### config.mk
export PLATFORM = sky130hd
export DESIGN_NAME = word_frame_receiver_top_flat
export DESIGN_NICKNAME = d
export VERILOG_FILES = /design/src/sv/wfr_pkg.sv /design/src/sv/wfr_in_if.sv /design/src/sv/wfr_out_if.sv /design/src/sv/word_frame_receiver_top.sv /design/src/sv/wfr_ram.sv /design/src/sv/wfr_seq.sv /design/src/flat_wrapper.sv
export VERILOG_INCLUDE_DIRS = /design/src /design/src/sv
export SDC_FILE = /design/constraint.sdc
export NUM_CORES = 1
export LEC_CHECK = 0
export ABC_AREA = 1
export BUFFER_PORTS_ARGS = -buffer_cell sky130_fd_sc_hd__buf_2
export CAP_MARGIN = 10
export CELL_PAD_IN_SITES_DETAIL_PLACEMENT = 0
export CELL_PAD_IN_SITES_GLOBAL_PLACEMENT = 1
export CORE_AREA = 4 4 151 211
export DETAILED_ROUTE_END_ITERATION = 8
export DIE_AREA = 0 0 155 215
export PLACE_DENSITY = 0.71
export SLEW_MARGIN = 20
export SYNTH_ARGS = -nofsm -noshare
export SYNTH_HDL_FRONTEND = slang
export SYNTH_SLANG_ARGS = --single-unit
export TNS_END_PERCENT = 20
### constraint.sdc
create_clock -name clk_i -period 4 [get_ports clk_i]
set_input_delay 0.4 -clock clk_i [delete_from_list [all_inputs] [get_ports clk_i]]
set_output_delay 0.4 -clock clk_i [all_outputs]
set_load 0.005 [all_outputs]
### src/sv/assert_macros.svh
// ----------------------------------------------------------------------------
// Assertion macros
// Concurrent assertion wrappers used by the receiver top level.
// ----------------------------------------------------------------------------
`ifndef ASSERT_MACROS_SVH
`define ASSERT_MACROS_SVH

`ifndef ASSERT_OFF
// Assertion on an explicit clock and active-low reset.
`define ASSERT_CLK(lbl, clk, rst_n, prop, msg) \
  lbl: assert property (@(posedge clk) disable iff (!rst_n) prop) else $error(msg);
// Assertion on the block clock and reset.
`define ASSERT_STD(lbl, prop, msg) `ASSERT_CLK(lbl, clk_i, rst_ni, prop, msg)
`else
`define ASSERT_CLK(lbl, clk, rst_n, prop, msg)
`define ASSERT_STD(lbl, prop, msg)
`endif

`endif

### src/sv/wfr_pkg.sv
// ----------------------------------------------------------------------------
// Word frame receiver package
// Shared widths, codes, control word layout and the microcode ROM.
// ----------------------------------------------------------------------------
package wfr_pkg;

  localparam int unsigned WORD_W        = 16;
  localparam int unsigned TYPE_W        = 8;
  localparam int unsigned KIND_W        = 2;
  localparam int unsigned WCOUNT_W      = 4;
  localparam int unsigned DIDX_W        = 3;
  localparam int unsigned MAX_WORDS_DEF = 8;
  localparam logic [WORD_W-1:0] SYNC_RESET = 16'hA55A;

  // Configuration register indexes.
  localparam int unsigned CFG_IDX_W = 1;
  localparam logic [CFG_IDX_W-1:0] REG_ENABLE = 1'b0;
  localparam logic [CFG_IDX_W-1:0] REG_SYNC   = 1'b1;

  // Result kinds.
  localparam logic [KIND_W-1:0] KIND_DATA  = 2'd0;
  localparam logic [KIND_W-1:0] KIND_EMPTY = 2'd1;
  localparam logic [KIND_W-1:0] KIND_BADH  = 2'd2;
  localparam logic [KIND_W-1:0] KIND_BADC  = 2'd3;

  // Receiver phases.
  localparam logic [1:0] PH_HUNT = 2'd0;
  localparam logic [1:0] PH_HEAD = 2'd1;
  localparam logic [1:0] PH_DATA = 2'd2;
  localparam logic [1:0] PH_CSUM = 2'd3;

  typedef enum logic [3:0] {
    OP_NOP,
    OP_FETCH,
    OP_HUNT_CHK,
    OP_HEAD_LOAD,
    OP_DATA_STORE,
    OP_CLR_IDX,
    OP_RD,
    OP_INC_IDX,
    OP_EMIT_DATA,
    OP_EMIT_BADH,
    OP_EMIT_BADC,
    OP_EMIT_EMPTY,
    OP_SET_HUNT
  } op_e;

  typedef enum logic [3:0] {
    C_ALWAYS,
    C_NEVER,
    C_NO_INPUT,
    C_DISABLED,
    C_REARM,
    C_PH_HUNT,
    C_PH_HEAD,
    C_PH_DATA,
    C_SUM_BAD,
    C_EXP_ZERO,
    C_MORE,
    C_EMIT_WAIT,
    C_BAD_HDR
  } cond_e;

  localparam int unsigned UPC_W = 5;

  typedef struct packed {
    op_e              op;
    cond_e            cond;
    logic [UPC_W-1:0] target;
  } ucode_t;

  // Datapath status seen by the sequencer's jump logic.
  typedef struct packed {
    logic no_input;
    logic disabled;
    logic rearm;
    logic ph_hunt;
    logic ph_head;
    logic ph_data;
    logic sum_bad;
    logic exp_zero;
    logic more;
    logic emit_wait;
    logic bad_hdr;
  } wfr_flags_t;

  typedef struct packed {
    logic [KIND_W-1:0]   kind;
    logic [TYPE_W-1:0]   frame_type;
    logic [WCOUNT_W-1:0] word_count;
    logic [DIDX_W-1:0]   data_index;
    logic [WORD_W-1:0]   data_word;
    logic                last;
  } out_item_t;

  // Microcode step addresses.
  localparam logic [UPC_W-1:0] U_FETCH    = 5'd0;
  localparam logic [UPC_W-1:0] U_CHK_EN   = 5'd1;
  localparam logic [UPC_W-1:0] U_CHK_CMD  = 5'd2;
  localparam logic [UPC_W-1:0] U_DSP_HUNT = 5'd3;
  localparam logic [UPC_W-1:0] U_DSP_HEAD = 5'd4;
  localparam logic [UPC_W-1:0] U_DSP_DATA = 5'd5;
  localparam logic [UPC_W-1:0] U_CSUM     = 5'd6;
  localparam logic [UPC_W-1:0] U_CHK_ZERO = 5'd7;
  localparam logic [UPC_W-1:0] U_LOOP_RD  = 5'd8;
  localparam logic [UPC_W-1:0] U_LOOP_EM  = 5'd9;
  localparam logic [UPC_W-1:0] U_LOOP_NX  = 5'd10;
  localparam logic [UPC_W-1:0] U_LOOP_END = 5'd11;
  localparam logic [UPC_W-1:0] U_HUNT     = 5'd12;
  localparam logic [UPC_W-1:0] U_HEAD     = 5'd13;
  localparam logic [UPC_W-1:0] U_HEAD_LD  = 5'd14;
  localparam logic [UPC_W-1:0] U_BADH     = 5'd15;
  localparam logic [UPC_W-1:0] U_SETHUNT  = 5'd16;
  localparam logic [UPC_W-1:0] U_DATA     = 5'd17;
  localparam logic [UPC_W-1:0] U_BADC     = 5'd18;
  localparam logic [UPC_W-1:0] U_BADC_END = 5'd19;
  localparam logic [UPC_W-1:0] U_EMPTY    = 5'd20;
  localparam logic [UPC_W-1:0] U_EMPTY_END = 5'd21;

  // The control program. A step's jump is taken when its condition holds,
  // otherwise the next step follows.
  function automatic ucode_t ucode_rom(input logic [UPC_W-1:0] addr);
    ucode_t w;
    case (addr)
      U_FETCH:     w = '{op: OP_FETCH,      cond: C_NO_INPUT,  target: U_FETCH};
      U_CHK_EN:    w = '{op: OP_NOP,        cond: C_DISABLED,  target: U_FETCH};
      U_CHK_CMD:   w = '{op: OP_NOP,        cond: C_REARM,     target: U_SETHUNT};
      U_DSP_HUNT:  w = '{op: OP_NOP,        cond: C_PH_HUNT,   target: U_HUNT};
      U_DSP_HEAD:  w = '{op: OP_NOP,        cond: C_PH_HEAD,   target: U_HEAD};
      U_DSP_DATA:  w = '{op: OP_NOP,        cond: C_PH_DATA,   target: U_DATA};
      U_CSUM:      w = '{op: OP_CLR_IDX,    cond: C_SUM_BAD,   target: U_BADC};
      U_CHK_ZERO:  w = '{op: OP_NOP,        cond: C_EXP_ZERO,  target: U_EMPTY};
      U_LOOP_RD:   w = '{op: OP_RD,         cond: C_NEVER,     target: U_FETCH};
      U_LOOP_EM:   w = '{op: OP_EMIT_DATA,  cond: C_EMIT_WAIT, target: U_LOOP_EM};
      U_LOOP_NX:   w = '{op: OP_INC_IDX,    cond: C_MORE,      target: U_LOOP_RD};
      U_LOOP_END:  w = '{op: OP_NOP,        cond: C_ALWAYS,    target: U_SETHUNT};
      U_HUNT:      w = '{op: OP_HUNT_CHK,   cond: C_ALWAYS,    target: U_FETCH};
      U_HEAD:      w = '{op: OP_NOP,        cond: C_BAD_HDR,   target: U_BADH};
      U_HEAD_LD:   w = '{op: OP_HEAD_LOAD,  cond: C_ALWAYS,    target: U_FETCH};
      U_BADH:      w = '{op: OP_EMIT_BADH,  cond: C_EMIT_WAIT, target: U_BADH};
      U_SETHUNT:   w = '{op: OP_SET_HUNT,   cond: C_ALWAYS,    target: U_FETCH};
      U_DATA:      w = '{op: OP_DATA_STORE, cond: C_ALWAYS,    target: U_FETCH};
      U_BADC:      w = '{op: OP_EMIT_BADC,  cond: C_EMIT_WAIT, target: U_BADC};
      U_BADC_END:  w = '{op: OP_NOP,        cond: C_ALWAYS,    target: U_SETHUNT};
      U_EMPTY:     w = '{op: OP_EMIT_EMPTY, cond: C_EMIT_WAIT, target: U_EMPTY};
      U_EMPTY_END: w = '{op: OP_NOP,        cond: C_ALWAYS,    target: U_SETHUNT};
      default:     w = '{op: OP_NOP,        cond: C_ALWAYS,    target: U_FETCH};
    endcase
    return w;
  endfunction

  // Word count as reported: saturated to the field.
  function automatic logic [WCOUNT_W-1:0] sat_count(input logic [TYPE_W-1:0] c);
    logic [WCOUNT_W-1:0] r;
    if (c > TYPE_W'({WCOUNT_W{1'b1}})) begin
      r = {WCOUNT_W{1'b1}};
    end else begin
      r = c[WCOUNT_W-1:0];
    end
    return r;
  endfunction

endpackage

### src/sv/wfr_in_if.sv
// ----------------------------------------------------------------------------
// Receiver input channel
// Valid/ready channel that carries one link word or a rearm command.
// ----------------------------------------------------------------------------
interface wfr_in_if import wfr_pkg::*; ();
  logic              valid;
  logic              ready;
  logic              cmd;
  logic [WORD_W-1:0] rx_word;

  modport source (output valid, output cmd, output rx_word, input ready);
  modport sink   (input valid, input cmd, input rx_word, output ready);
endinterface

### src/sv/wfr_out_if.sv
// ----------------------------------------------------------------------------
// Receiver result channel
// Valid/ready channel that carries one frame result item.
// ----------------------------------------------------------------------------
interface wfr_out_if import wfr_pkg::*; ();
  logic                valid;
  logic                ready;
  logic [KIND_W-1:0]   kind;
  logic [TYPE_W-1:0]   frame_type;
  logic [WCOUNT_W-1:0] word_count;
  logic [DIDX_W-1:0]   data_index;
  logic [WORD_W-1:0]   data_word;
  logic                last;

  modport source (output valid, output kind, output frame_type, output word_count,
                  output data_index, output data_word, output last, input ready);
  modport sink   (input valid, input kind, input frame_type, input word_count,
                  input data_index, input data_word, input last, output ready);
endinterface

### src/sv/word_frame_receiver_top.sv
// ----------------------------------------------------------------------------
// Word frame receiver
// Hunts for the sync word, checks header and checksum, and emits the
// buffered data words of good frames or one status item per frame.
// ----------------------------------------------------------------------------
// A word that gives no result holds the input until its steps are done; each
// further data word of a frame follows a buffer read, an output load and an
// index step. The sequencer takes one step per cycle, but an emit step waits
// while the output is full.
// Reset is asynchronous: hunting, disabled, sync word 0xA55A; the word
// buffer is not cleared.
`include "assert_macros.svh"

module word_frame_receiver_top import wfr_pkg::*; #(
  parameter int unsigned MaxDataWords = MAX_WORDS_DEF
) (
  input  logic                 clk_i,
  input  logic                 rst_ni,
  input  logic                 cfg_we_i,
  input  logic [CFG_IDX_W-1:0] cfg_idx_i,
  input  logic [WORD_W-1:0]    cfg_data_i,
  wfr_in_if.sink               in_i,
  wfr_out_if.source            out_o
);

  localparam int unsigned CntW = $clog2(MaxDataWords + 1);
  localparam int unsigned IdxW = (MaxDataWords > 1) ? $clog2(MaxDataWords) : 1;
  localparam logic [CntW-1:0]   MaxCnt  = CntW'(MaxDataWords);
  localparam logic [TYPE_W-1:0] MaxCnt8 = TYPE_W'(MaxDataWords);

  ucode_t     ctrl;
  wfr_flags_t flags;

  logic              enable_q, enable_d;
  logic [WORD_W-1:0] sync_q, sync_d;
  logic              cmd_q, cmd_d;
  logic [WORD_W-1:0] word_q, word_d;
  logic [1:0]        phase_q, phase_d;
  logic [TYPE_W-1:0] type_q, type_d;
  logic [CntW-1:0]   exp_q, exp_d;
  logic [CntW-1:0]   rcv_q, rcv_d;
  logic [CntW-1:0]   idx_q, idx_d;
  logic [WORD_W-1:0] sum_q, sum_d;
  logic              out_valid_q, out_valid_d;
  out_item_t         out_q, out_d;

  logic              accept;
  logic              out_free;
  logic              out_load;
  logic              ram_we;
  logic [WORD_W-1:0] ram_rdata;
  logic [CntW-1:0]   rcv_inc;
  logic [CntW-1:0]   idx_inc;

  wfr_seq u_seq (
    .clk_i   (clk_i),
    .rst_ni  (rst_ni),
    .flags_i (flags),
    .ctrl_o  (ctrl)
  );

  assign ram_we = (ctrl.op == OP_DATA_STORE) && (rcv_q < MaxCnt);

  wfr_ram #(
    .Width (WORD_W),
    .Depth (MaxDataWords)
  ) u_buf (
    .clk_i   (clk_i),
    .we_i    (ram_we),
    .waddr_i (rcv_q[IdxW-1:0]),
    .wdata_i (word_q),
    .re_i    (ctrl.op == OP_RD),
    .raddr_i (idx_q[IdxW-1:0]),
    .rdata_o (ram_rdata)
  );

  assign in_i.ready = (ctrl.op == OP_FETCH);
  assign accept     = in_i.valid && in_i.ready;
  assign out_free   = !out_valid_q || out_o.ready;
  assign rcv_inc    = rcv_q + CntW'(1);
  assign idx_inc    = idx_q + CntW'(1);

  always_comb begin
    flags.no_input  = !in_i.valid;
    flags.disabled  = !enable_q;
    flags.rearm     = cmd_q;
    flags.ph_hunt   = (phase_q == PH_HUNT);
    flags.ph_head   = (phase_q == PH_HEAD);
    flags.ph_data   = (phase_q == PH_DATA);
    flags.sum_bad   = ((sum_q + word_q) != '0);
    flags.exp_zero  = (exp_q == '0);
    flags.more      = (idx_inc < exp_q);
    flags.emit_wait = !out_free;
    flags.bad_hdr   = (word_q[TYPE_W-1:0] > MaxCnt8) || (word_q[WORD_W-1:TYPE_W] == '0);
  end

  // Configuration writes.
  always_comb begin
    enable_d = enable_q;
    sync_d   = sync_q;
    if (cfg_we_i) begin
      case (cfg_idx_i)
        REG_ENABLE: enable_d = cfg_data_i[0];
        REG_SYNC:   sync_d   = cfg_data_i;
        default:    ;
      endcase
    end
  end

  // Datapath driven by the current control word.
  always_comb begin
    cmd_d    = cmd_q;
    word_d   = word_q;
    phase_d  = phase_q;
    type_d   = type_q;
    exp_d    = exp_q;
    rcv_d    = rcv_q;
    idx_d    = idx_q;
    sum_d    = sum_q;
    out_d    = out_q;
    out_load = 1'b0;

    case (ctrl.op)
      OP_FETCH: begin
        if (accept) begin
          cmd_d  = in_i.cmd;
          word_d = in_i.rx_word;
        end
      end
      OP_HUNT_CHK: begin
        if (word_q == sync_q) begin
          phase_d = PH_HEAD;
        end
      end
      OP_HEAD_LOAD: begin
        type_d  = word_q[WORD_W-1:TYPE_W];
        exp_d   = CntW'(word_q[TYPE_W-1:0]);
        rcv_d   = '0;
        sum_d   = word_q;
        phase_d = (word_q[TYPE_W-1:0] == '0) ? PH_CSUM : PH_DATA;
      end
      OP_DATA_STORE: begin
        rcv_d   = rcv_inc;
        sum_d   = sum_q + word_q;
        phase_d = (rcv_inc >= exp_q) ? PH_CSUM : PH_DATA;
      end
      OP_CLR_IDX: begin
        idx_d = '0;
      end
      OP_INC_IDX: begin
        idx_d = idx_inc;
      end
      OP_EMIT_DATA: begin
        out_load = out_free;
        out_d    = '{kind: KIND_DATA, frame_type: type_q,
                     word_count: sat_count(TYPE_W'(exp_q)),
                     data_index: DIDX_W'(idx_q), data_word: ram_rdata,
                     last: (idx_inc == exp_q)};
      end
      OP_EMIT_BADH: begin
        out_load = out_free;
        out_d    = '{kind: KIND_BADH, frame_type: word_q[WORD_W-1:TYPE_W],
                     word_count: sat_count(word_q[TYPE_W-1:0]),
                     data_index: '0, data_word: '0, last: 1'b1};
      end
      OP_EMIT_BADC: begin
        out_load = out_free;
        out_d    = '{kind: KIND_BADC, frame_type: type_q,
                     word_count: sat_count(TYPE_W'(exp_q)),
                     data_index: '0, data_word: '0, last: 1'b1};
      end
      OP_EMIT_EMPTY: begin
        out_load = out_free;
        out_d    = '{kind: KIND_EMPTY, frame_type: type_q, word_count: '0,
                     data_index: '0, data_word: '0, last: 1'b1};
      end
      OP_SET_HUNT: begin
        phase_d = PH_HUNT;
      end
      default: ;
    endcase

    // An item leaves when taken; a new one may be loaded in the same cycle.
    out_valid_d = out_load || (out_valid_q && !out_o.ready);
  end

  always_ff @(posedge clk_i or negedge rst_ni) begin
    if (!rst_ni) begin
      enable_q    <= 1'b0;
      sync_q      <= SYNC_RESET;
      phase_q     <= PH_HUNT;
      type_q      <= '0;
      exp_q       <= '0;
      rcv_q       <= '0;
      idx_q       <= '0;
      sum_q       <= '0;
      out_valid_q <= 1'b0;
    end else begin
      enable_q    <= enable_d;
      sync_q      <= sync_d;
      phase_q     <= phase_d;
      type_q      <= type_d;
      exp_q       <= exp_d;
      rcv_q       <= rcv_d;
      idx_q       <= idx_d;
      sum_q       <= sum_d;
      out_valid_q <= out_valid_d;
    end
  end

  always_ff @(posedge clk_i) begin
    cmd_q  <= cmd_d;
    word_q <= word_d;
    if (out_load) begin
      out_q <= out_d;
    end
  end

  assign out_o.valid      = out_valid_q;
  assign out_o.kind       = out_q.kind;
  assign out_o.frame_type = out_q.frame_type;
  assign out_o.word_count = out_q.word_count;
  assign out_o.data_index = out_q.data_index;
  assign out_o.data_word  = out_q.data_word;
  assign out_o.last       = out_q.last;

  `ASSERT_STD(a_load_into_free_slot, out_load |-> (!out_valid_q || out_o.ready), "result overwritten before it was taken")
  `ASSERT_STD(a_data_phase_counts, (phase_q == PH_DATA) |-> ((exp_q != '0) && (rcv_q < exp_q)), "data phase with no word left to receive")
  `ASSERT_STD(a_count_bound, exp_q <= MaxCnt, "held word count above buffer depth")
  `ASSERT_STD(a_one_word_at_a_time, accept |=> !in_i.ready, "new word taken before the last one was processed")

endmodule

### src/sv/wfr_ram.sv
// ----------------------------------------------------------------------------
// Generic RAM
// One write port and one read port with registered read data.
// ----------------------------------------------------------------------------
module wfr_ram #(
  parameter int unsigned Width = 16,
  parameter int unsigned Depth = 8,
  localparam int unsigned AddrW = (Depth > 1) ? $clog2(Depth) : 1
) (
  input  logic             clk_i,
  input  logic             we_i,
  input  logic [AddrW-1:0] waddr_i,
  input  logic [Width-1:0] wdata_i,
  input  logic             re_i,
  input  logic [AddrW-1:0] raddr_i,
  output logic [Width-1:0] rdata_o
);

  logic [Width-1:0] mem_q [Depth];
  logic [Width-1:0] rdata_q;

  always_ff @(posedge clk_i) begin
    if (we_i) begin
      mem_q[waddr_i] <= wdata_i;
    end
    if (re_i) begin
      rdata_q <= mem_q[raddr_i];
    end
  end

  assign rdata_o = rdata_q;

endmodule

### src/sv/wfr_seq.sv
// ----------------------------------------------------------------------------
// Receiver sequencer
// Step counter over the microcode ROM with conditional jumps.
// ----------------------------------------------------------------------------
module wfr_seq import wfr_pkg::*; (
  input  logic       clk_i,
  input  logic       rst_ni,
  input  wfr_flags_t flags_i,
  output ucode_t     ctrl_o
);

  logic [UPC_W-1:0] upc_q, upc_d;
  ucode_t           ctrl;
  logic             take;

  assign ctrl = ucode_rom(upc_q);

  always_comb begin
    case (ctrl.cond)
      C_ALWAYS:    take = 1'b1;
      C_NEVER:     take = 1'b0;
      C_NO_INPUT:  take = flags_i.no_input;
      C_DISABLED:  take = flags_i.disabled;
      C_REARM:     take = flags_i.rearm;
      C_PH_HUNT:   take = flags_i.ph_hunt;
      C_PH_HEAD:   take = flags_i.ph_head;
      C_PH_DATA:   take = flags_i.ph_data;
      C_SUM_BAD:   take = flags_i.sum_bad;
      C_EXP_ZERO:  take = flags_i.exp_zero;
      C_MORE:      take = flags_i.more;
      C_EMIT_WAIT: take = flags_i.emit_wait;
      C_BAD_HDR:   take = flags_i.bad_hdr;
      default:     take = 1'b1;
    endcase
    upc_d = take ? ctrl.target : upc_q + UPC_W'(1);
  end

  always_ff @(posedge clk_i or negedge rst_ni) begin
    if (!rst_ni) begin
      upc_q <= U_FETCH;
    end else begin
      upc_q <= upc_d;
    end
  end

  assign ctrl_o = ctrl;

endmodule
### src/flat_wrapper.sv
// flat-port wrapper written by rule: the top's interface ports become plain ports
module word_frame_receiver_top_flat import wfr_pkg::*;
#(
  parameter int unsigned MaxDataWords = MAX_WORDS_DEF
)
  (clk_i, rst_ni, cfg_we_i, cfg_idx_i, cfg_data_i, in_i_valid, in_i_cmd, in_i_rx_word, in_i_ready, out_o_valid, out_o_kind, out_o_frame_type, out_o_word_count, out_o_data_index, out_o_data_word, out_o_last, out_o_ready);
  wfr_in_if in_i_i ();
  wfr_out_if out_o_i ();
  input  logic clk_i;
  input  logic rst_ni;
  input  logic cfg_we_i;
  input  logic [CFG_IDX_W-1:0] cfg_idx_i;
  input  logic [WORD_W-1:0] cfg_data_i;
  input wire logic [$bits(in_i_i.valid)-1:0] in_i_valid;
  input wire logic [$bits(in_i_i.cmd)-1:0] in_i_cmd;
  input wire logic [$bits(in_i_i.rx_word)-1:0] in_i_rx_word;
  output wire logic [$bits(in_i_i.ready)-1:0] in_i_ready;
  output wire logic [$bits(out_o_i.valid)-1:0] out_o_valid;
  output wire logic [$bits(out_o_i.kind)-1:0] out_o_kind;
  output wire logic [$bits(out_o_i.frame_type)-1:0] out_o_frame_type;
  output wire logic [$bits(out_o_i.word_count)-1:0] out_o_word_count;
  output wire logic [$bits(out_o_i.data_index)-1:0] out_o_data_index;
  output wire logic [$bits(out_o_i.data_word)-1:0] out_o_data_word;
  output wire logic [$bits(out_o_i.last)-1:0] out_o_last;
  input wire logic [$bits(out_o_i.ready)-1:0] out_o_ready;
  assign in_i_i.valid = in_i_valid;
  assign in_i_i.cmd = in_i_cmd;
  assign in_i_i.rx_word = in_i_rx_word;
  assign in_i_ready = in_i_i.ready;
  assign out_o_valid = out_o_i.valid;
  assign out_o_kind = out_o_i.kind;
  assign out_o_frame_type = out_o_i.frame_type;
  assign out_o_word_count = out_o_i.word_count;
  assign out_o_data_index = out_o_i.data_index;
  assign out_o_data_word = out_o_i.data_word;
  assign out_o_last = out_o_i.last;
  assign out_o_i.ready = out_o_ready;
  word_frame_receiver_top #(.MaxDataWords(MaxDataWords)) u_core (.clk_i(clk_i), .rst_ni(rst_ni), .cfg_we_i(cfg_we_i), .cfg_idx_i(cfg_idx_i), .cfg_data_i(cfg_data_i), .in_i(in_i_i), .out_o(out_o_i));
endmodule
; ---- After elaboration in Yosys (flattened, before gate mapping)
; Memory sizes are Yosys's and may differ from the RTL's. A register that Yosys moved wholly into a read port is not among the register bits.
; Index checks and enable logic that the tools add are counted.
[totals]
ff_bits = 112
ramBits = 128
romBits = 416
inputBits = 39
output_inout_bits = 36
elab_cells = 99
n_memories = 2
[memory_table]
columns = memory, words, width, read_ports, rd_ports_with_merged_regs, wr, line_no
row1 = (name not given), 32, 13, 1, 0, 0, wfr_pkg.sv:124  ; case (addr)
row2 = u_core.u_buf.mem_q, 8, 16, 1, 1, 1, wfr_ram.sv:19  ; logic [Width-1:0] mem_q [Depth];
[classes]
addsub = 4
n_lt_le_gt_ge = 5
n_eq_ne = 29
mux = 14
bitwise_logic = 1
reduce_logical = 26
[ops]
columns = cell, count
row1 = 34-bit one-hot mux with 4 select lines, 1
row2 = 4-bit equality test (second input constant), 10
row3 = 4-bit by 3-bit equality test with 1-bit output (second input constant), 8
row4 = 16-bit one-hot mux with 2 select lines, 1
row5 = 16-bit adder, 1
row6 = 16-bit equality test, 1
row7 = 4-bit by 2-bit equality test with 1-bit output (second input constant), 4
row8 = 8-bit by 4-bit greater-than comparator with 1-bit output (second input constant), 2
row9 = 8-bit zero test, 2
row10 = 4-bit one-hot mux with 2 select lines, 2
row11 = 16-bit nonzero test, 1
row12 = 1-bit one-hot mux with 12 select lines, 1
row13 = 2-bit AND reduction, 5
row14 = 4-bit by 1-bit adder with 4-bit output (second input constant), 2
row15 = 4-bit by 1-bit equality test with 1-bit output (second input constant), 2
row16 = 2-bit one-hot mux with 4 select lines, 1
row17 = 4-bit nonzero test, 2
row18 = 5-bit by 1-bit adder with 5-bit output (second input constant), 1
row19 = 1-bit zero test, 5
row20 = 1-bit two-way mux, 5
row21 = 5-bit two-way mux, 1
row22 = 4-bit equality test, 1
row23 = 4-bit greater-or-equal comparator, 1
row24 = 4-bit zero test, 1
row25 = other kinds (13), 18

; ---- Logic depth before layout (Yosys ltp)
; Gate-level depths: netlist of the first run.
[depth]
word_depth = 5
mapped_depth = 19

; ---- Hierarchy
; A second synthesis of the first run with hierarchy kept.
[unflattened]
cells_unflattened = 1380
hier_area_um2 = 12761.0
[by_module_without_submodules]
columns = mod, n_inst, cells_per_inst, area_per_inst_um2
row1 = wfr_ram, 1, 587, 6149.6
row2 = word_frame_receiver_top, 1, 650, 5768.0
row3 = wfr_seq, 1, 143, 843.3

; ---- Worst setup path after synthesis of the first run
; OpenSTA, ideal clock, no wires.
[synth_path]
path_type = reg2reg
startpoint = reg u_core.u_seq.upc_q[1]
endpoint = reg u_core.out_q (netlist bit u_core.out_o.data_index[0]), enable pin
setup_time_ps = 425
arrival_time_ps = 2826
t_required_ps = 3575
setup_slack_ps = 749
stages_incl_launch_ff = 11
path_buffers = 0
path_cell_list = dfrtp_1 inv_1 ha_1 nand2_1 nor2_1 inv_1 nand3_2 inv_1 nor2_1 inv_1 nor2_1
[synth_via]
elab_chain_cells = 5
[synth_lines]
columns = item, line_no
row1 = "start, declared", wfr_seq.sv:12  ; logic [UPC_W-1:0] upc_q, upc_d;
row2 = "start signal, assigned", wfr_seq.sv:42  ; upc_q <= upc_d;
row3 = memory 32 x 13 bit *, --
row4 = 4-bit equality test, word_frame_receiver_top.sv:123  ; case (ctrl.op)
row5 = 4-bit OR reduction (no line), --
row6 = 1-bit two-way mux, word_frame_receiver_top.sv:123
row7 = 2-bit AND reduction (no line) *, --
row8 = "end signal, assigned", word_frame_receiver_top.sv:215  ; out_q <= out_d;
row9 = "end, declared", word_frame_receiver_top.sv:45  ; out_item_t out_q, out_d;
; Mark *: on every way between the ends. The rest lies on a longest branch, timed or not.
; A chain may end at the register's enable or synchronous reset.

; ---- Worst setup path in the final report of the first run
[layout_path]
startpoint = reg u_core.u_seq.upc_q[3]
endpoint = mem u_core.u_buf.mem_q[7][8], enable pin
[layout_via]
elab_chain_cells = 5
[layout_lines]
columns = item, line_no
row1 = memory 32 x 13 bit, --
row2 = 4-bit by 3-bit equality test with 1-bit output, word_frame_receiver_top.sv:62  ; assign ram_we = (ctrl.op == OP_DATA_STORE) && (rcv_q < MaxCnt);
row3 = 1-bit logical AND, word_frame_receiver_top.sv:62
row4 = 1-bit two-way mux, wfr_ram.sv:23  ; if (we_i) begin
row5 = 1-bit two-way mux (not written as such), wfr_ram.sv:24  ; mem_q[waddr_i] <= wdata_i;
row6 = "end, declared", wfr_ram.sv:19
; Every way passes these cells.

==> results of run 1 <==
## cell type report
cell class / count / area [um2]
tap: 385 / 482
clock buffer: 33 / 697
timing repair buffer: 107 / 621
multi-input combinational: 736 / 3880
sequential: 256 / 7390
inverter: 127 / 479
clock inverter: 11 / 104
fill: 2838 / 16300
## sequential cells by signal, indices dropped and copies added (netlist names), 5 cells and up
signal	flops
u_core.u_buf.mem_q	128
u_core.out_o.data_word	16
u_core.sum_q	16
u_core.sync_q	16
u_core.u_buf.rdata_o	16
u_core.word_q	16
u_core.out_o.frame_type	8
u_core.type_q	8
u_core.u_seq.upc_q	5
## repair_timing
| item | 4_1_cts | 5_1_grt |
|---|---|---|
| endpoints found under the setup margin | 0 | 0 |
| resized for setup | 0 | 0 |
| hold buffers | 1 | 0 |
| endpoints found under the hold margin | 30 | 0 |
## through the flow
stage	cell area, um2	setup slack [ns]
finish	13700	1.07
global route	13700	0.781
CTS	13700	1.07
detailed placement	12800	1.10
global placement	12800	1.14
floorplan	11900	0.749
## power breakdown
group / leakage, uW / internal (uW) / total, uW / switching (uW)
Clock: 0.000392 / 1350 / 2320 / 968
Combinational: 0.00268 / 1250 / 3820 / 2570
Sequential: 0.00252 / 3580 / 3910 / 323
## worst paths after layout
kind / startpoint / endpoint / slack (ns) / cells after the start
max: u_core.u_seq.upc_q[3] / u_core.u_buf.mem_q[7][8] / 1.07 / 11
min: in_i_rx_word[13] / u_core.word_q[13] / 0.05 / 1
max reg2reg: u_core.u_seq.upc_q[3] / u_core.u_buf.mem_q[7][8] / 1.07 / 11
min reg2reg: u_core.sum_q[0] / u_core.sum_q[0] / 0.49 / 2
max in group asynchronous: rst_ni / u_core.sync_q[15] / 2.56 / 3
min in group asynchronous: rst_ni / u_core.u_seq.upc_q[4] / 0.47 / 2
## synthesized netlist by cell type (15+ instances only)
cell      number  share of area
nand2_1      200          0.063
dfrtp_1       53           0.11
a31oi_1       18         0.0095
o22ai_1       20          0.011
clkbuf_1      24         0.0076
xnor2_1       15          0.011
nor2_1       185          0.058
inv_1        112          0.035
o21ai_0      107          0.045
nand3_1       40          0.017
a21oi_1       19         0.0080
ha_1          33          0.035
edfxtp_1     195           0.49
## metal layers
layer,part of all wire,vias up
li1,-,4116
met4,0.057,0
met5,0,-
met1,0.37,4055
met3,0.038,73
met2,0.53,182
## kinds of logic (layout without fill, tap and decap cells)
kind of cell / after synthesis / count (layout) / synth area share
compound gates: 190 / 190 / 0.0889
xor+xnor: 23 / 23 / 0.0169
fa+ha+maj: 34 / 34 / 0.0364
buf+inv: 163 / 278 / 0.0551
flops: 256 / 256 / 0.622
mux: 14 / 14 / 0.0133
simple gates: 475 / 475 / 0.167
==> summary.md, run 1 <==
| Metric | Value |
|---|---|
| Iteration-0 DRC Markers | `626` |
| Final Non-Filler Cells | `1655` |
| Unrepaired setup endpoints after global routing | `no` |
| Nets@finish | `1325` |
| Ys async rst share | `0.238` |
| Fin. max-slew vios | `0` |
| CP cell instances | `inv_2 > nor3_2 > inv_1 > o21ai_2 > inv_2 > nor2_2 > nand2_2 > inv_2 > nand3_1 > nor2_1 > buf_4` |
| Yosys reg bits | `256` |
| DRC | `0` |
| Core area | `29900 um2` |
| # port buffers | `74` |
| GP Congestion | `0.851` |
| Die Y | `215 um` |
| Final Cycle Share | `0.733` |
| Synth Flop Type | `edfxtp_1` |
| PD cells | `about 740 nW/um2` |
| Post-Synthesis Cells | `1155` |
| CP max FO | `16` |
| Setup crit start kind | `flop` |
| Die width | `roughly 160 um` |
| Clk root buf | `clkbuf_16` |
| Rows | `75` |
| Sequential-to-total area share from yosys stat | `0.622` |
| Mean area per synthesized cell | `approximately 10 um2` |
| Final Hold Viols | `0` |
| Setup CP Type | `reg -> reg` |
| Pwr Total | `approximately 10000 uW` |
| Commonest non-fill, non-tap cell in the layout | `nand2_1` |
| Number of max-cap violations | `0` |
| Total GRT Usage | `0.186` |
| CP peak stage delay | `0.62 ns` |
| # diodes | `0` |
| Clk buf depth | `3` |
| Post-synth EDFFs | `slightly below 200` |
| Hold WC Path Type | `in -> reg` |
| CP dominant cell by count | `inv_2` |
| CTS H-tree depth | `1` |
| Count of final setup violators | `0` |
| Met1 usage | `0.204` |
| Top Usage Layer GRT | `met2` |
| Final core utilization | `0.456` |
| Synth Warn # | `0` |
| Via count | `8426` |
| DP HPWL | `~22 mm` |
| Crit path max-delay family | `buffers and inverters` |
| Data required time of the worst path | `4.20 ns` |
| Gr ovfl total | `0` |
| Worst Path Buf+Inv | `5` |
| First-pass GRT wire length | `between 40 and 50 mm` |
| Initial antenna violation count | `0` |
| Cell variety after synth | `45` |
| CTS tree | `built` |
| Leakage | `0.00559 uW` |
| CTS Sinks | `256` |
| Total wire length after detailed routing | `31.4 mm` |
| CP Capture Type | `flop` |
| Outcome | `complete, no violations` |
| CTS Buf Count | `24` |
| Post-DR vias/cell | `5.09` |
| Synthesized area | `11900 um2` |
| Post-CTS setup buffer count | `0` |
| Drt wl/cell | `19.0 um` |
| Die ar. | `33300 um2` |
| Largest net degree at the start of global routing | `65` |
| CTS clk-pin slew, worst paths | `0.06 ns` |
| Area grow syn2layout | `14.9%` |
| Min Clock Period, post-route | `2.93 ns` |
| Clk_lat worst skew | `0.52 ns` |
| Achievable Freq | `341 MHz` |
| Initial Util | `0.397` |
| Data arrival, critical path | `3.13 ns` |
| Hold Slack | `between 0.05 and 0.06 ns` |
| Most frequent cells in the layout | `nand2_1 (200), edfxtp_1 (195), nor2_1 (184)` |
| Worst slew pin tran | `a little under 0.8 ns` |
| Slew HR | `0.475` |
| Routing usage on met3 | `0.0219` |
| Setup TNS Final | `0 ns` |
| Fraction of layout instances using a drive strength above 1 | `0.165` |
| Vias in the first global route | `8411` |
| Antenna-violating nets left | `0` |
| Worst Skew | `0.0111 ns` |
| IO Count | `75` |
| Peak VDD IR | `457 uV` |
| Post-synth net total | `1228` |
| Met2 Usage GRT | `0.347` |
| Drt pass-1 iters | `5` |
| Worst path slowest cell | `dfrtp_1` |
| Inst Count DP | `1610` |
No activity file was read; power rests on OpenSTA's default activity.
==> run 2: changes to the inputs <==
==> constraint.sdc (replaced) <==
create_clock -name clk_i -period 2.9 [get_ports clk_i]
set_input_delay 0.29 -clock clk_i [delete_from_list [all_inputs] [get_ports clk_i]]
set_output_delay 0.29 -clock clk_i [all_outputs]
set_load 0.005 [all_outputs]
==> run 2 against run 1 <==
Effect of this change: final area is 3.7% higher; critical path depth is 3 higher; hold slack worse by 0.011 ns; fmax is 8.0% higher; clock power is 36% higher; wire length is 1.4% lower; power is 39% higher; sequential cell count stayed put; die area stayed put; sequential share of layout area is 1.9 points lower; sequential power is 36% higher; critical endpoint is now u_core.u_seq.upc_q[0]; largest cell class unchanged; largest power group is now combinational logic; highest routed layer unchanged.
==> summary.md, run 2 (synthesis gave the netlist of run 1 again) <==
| Metric | Value |
|---|---|
| Outcome | `complete, no violations` |
| Nets@finish | `1378 (+4.0%)` |
| # port buffers | `74 (unchanged)` |
| Via count | `8660 (+2.8%)` |
| Commonest non-fill, non-tap cell in the layout | `nand2_1` |
| Achievable Freq | `368 MHz (+8.0%)` |
| Setup TNS Final | `0 ns (unchanged)` |
| Vias in the first global route | `8714 (+3.6%)` |
| CTS Buf Count | `26 (+8.3%)` |
| DP Worst Slack | `0.168 ns (-0.929 ns)` |
| Clk_lat worst skew | `0.55 ns (+0.03 ns)` |
| GP Congestion | `0.886 (+4.1%)` |
| Leakage | `0.00582 uW (+4.1%)` |
| CP Capture Type | `flop` |
| Data required time of the worst path | `3.33 ns (-0.87 ns)` |
| Fraction of layout instances using a drive strength above 1 | `0.171 (+0.00597)` |
| IO Count | `75 (unchanged)` |
| Max reg flops | `128 (unchanged)` |
| Clk root buf | `clkbuf_16` |
| Drt pass-1 iters | `7 (+2)` |
| CP dominant cell by count | `nand2_1` |
| Initial antenna violation count | `0 (unchanged)` |
| Clk buf depth | `3 (unchanged)` |
| Unrepaired setup endpoints after global routing | `no` |
| Core area | `29900 um2 (unchanged)` |
| CP cell instances | `buf_4 > ha_1 > nand2_1 > nand2_1 > nand3_1 > nand2_1 > xnor2_1 > nand2_1 > nor2_1 > nand3_1 > nand2_1 > nand2_4 > nand3_1 > nand3_1` |
| Post-DR vias/cell | `5.06 (-0.53%)` |
| Reg2Reg Launch Point | `u_core.word_q[1]` |
| DP HPWL | `21.4 mm (-1.4%)` |
| Critical path startpoint | `u_core.word_q[1]` |
| # diodes | `0 (unchanged)` |
| Data arrival, critical path | `3.15 ns (+0.02 ns)` |
| CP max FO | `8 (-8)` |
| CTS Sinks | `256 (unchanged)` |
| Reg power frac | `0.383 (-0.006)` |
| Total wire length after detailed routing | `31.0 mm (-1.4%)` |
| Initial Util | `0.397 (unchanged)` |
| Fin. max-slew vios | `0 (unchanged)` |
| Largest Register | `u_core.u_buf.mem_q` |
| Die Y | `215 um (unchanged)` |
| Hold Crit Start | `cfg_data_i[5]` |
| CTS tree | `built` |
| Gr ovfl total | `0 (unchanged)` |
| Total GRT Usage | `0.186 (+0.000284)` |
| CTS clk-pin slew, worst paths | `0.06 ns (about the same)` |
| Area grow syn2layout | `19.1%` |
| Peak VDD IR | `593 uV (+30%)` |
| Iteration-0 DRC Markers | `384 (-39%)` |
| Die width | `155 um (unchanged)` |
| Setup crit start kind | `flop` |
| Rows | `75 (unchanged)` |
| Die ar. | `33300 um2 (unchanged)` |
| Hold WC Path Type | `in -> reg` |
| Final Hold Viols | `0 (unchanged)` |
| Slew HR | `0.444 (-0.0313)` |
| Final instance area | `14200 um2 (+3.7%)` |
| Antenna-violating nets left | `0 (unchanged)` |
| Psw | `5360 uW (+39%)` |
| DRC | `0 (unchanged)` |
| Count of final setup violators | `0 (unchanged)` |
| Worst Skew | `0.0204 ns (+0.00922 ns)` |
| Clock network power share | `0.227 (-0.004)` |
| Final worst slack | `0.184 ns (-0.882 ns)` |
| Placed Instance Area | `13000 um2 (+1.2%)` |
| Inst Count DP | `1625 (+0.93%)` |
| PD cells | `983 nW/um2 (+34%)` |
| CP peak stage delay | `0.51 ns (-0.11 ns)` |
| Worst path slowest cell | `edfxtp_1` |
| Min Clock Period, post-route | `2.72 ns (-0.218 ns)` |
| Switching part of the total power | `0.386 (+0.00122)` |
| Setup CP Type | `reg -> reg` |
| Final Cycle Share | `0.937 (+0.203)` |
| Number of max-cap violations | `0 (unchanged)` |
| Final Non-Filler Cells | `1710 (+3.3%)` |
| Most frequent cells in the layout | `nand2_1 (200), edfxtp_1 (195), nor2_1 (184)` |
| CTS H-tree depth | `1 (unchanged)` |
| Pwr Total | `13900 uW (+39%)` |
| Power Internal | `8550 uW (+38%)` |
| Drt wl/cell | `18.1 um (-4.6%)` |
| Largest net degree at the start of global routing | `65 (unchanged)` |
| Worst slew pin tran | `0.834 ns (+0.0470 ns)` |
| First-pass GRT wire length | `48.7 mm (+2.0%)` |
| Power share of the combinational group | `0.390 (+0.010)` |
==> run 2: cell count changes in the layout (fill, tap and decap cells not counted), moves of 2 or more <==
cell,change
clkbuf_8,-2
buf_4,+13
clkbuf_1,+2
dlygate4sd3_1,+35
buf_12,+3
clkinv_1,+2
==> run 2: area by class of cell <==
class                      instances  area, um2
clock buffer                      33        677
clock inverter                    15        116
fill                            2795      15800
inverter                         127        479
multi-input combinational        736       3880
sequential                       256       7390
tap                              385        482
timing repair buffer             158       1130
==> run 2: path summary, 6_finish.rpt <==
kind                                         end  cells past startpoint  slack, ns
max reg2reg                u_core.u_seq.upc_q[0]                     14       0.18
min in group asynchronous  u_core.u_seq.upc_q[3]                      3       0.44
max                        u_core.u_seq.upc_q[0]                     14       0.18
min                             u_core.sync_q[5]                      3       0.04
min reg2reg                      u_core.sum_q[0]                      2       0.50
max in group asynchronous        u_core.idx_q[0]                      3       1.86
==> run 2: metal layers <==
metal | track usage | share of wire
met1 | 0.218 | 0.40
met2 | 0.355 | 0.55
met3 | 0.0189 | 0.035
met4 | 0.0545 | 0.025
met5 | 0 | 0
==> run 2: power groups by stage <==
stage | Clock [uW] | Sequential [uW] | Combinational, uW
finish | 3160 | 5330 | 5430
global placement | 0 | 5400 | 5400
floorplan | 0 | 5360 | 3640
CTS | 3240 | 5340 | 5460
global route | 3390 | 5400 | 6110
detailed placement | 0 | 5400 | 5390
==> run 2: timing repair <==
| item | in CTS | in global routing |
|---|---|---|
| hold buffers | 36 | 0 |
| setup endpoints to repair | 0 | 9 |
| gates resized for setup | 0 | 1 |
| hold endpoints to repair | 87 | 0 |
| setup buffers | 0 | 1 |
==> run 2: through the flow <==
stage | util | hold WS, ns
3_3_place_gp | 0.434 | 0.467
4_1_cts | 0.473 | 0.0198
5_1_grt | 0.473 | 0.0647
3_5_place_dp | 0.434 | 0.468
2_1_floorplan | - | -0.00559
6_report | 0.473 | 0.0421
==> run 2: critical path: cells and delay by family, from the launching register on <==
family                   cells  cell delay [ns]
XOR/XNOR                     1             0.32
adder cells (fa/ha/maj)      1             0.28
buffers and inverters        1             0.22
flip-flops                   1             0.51
AND/OR/NAND/NOR             11             1.26
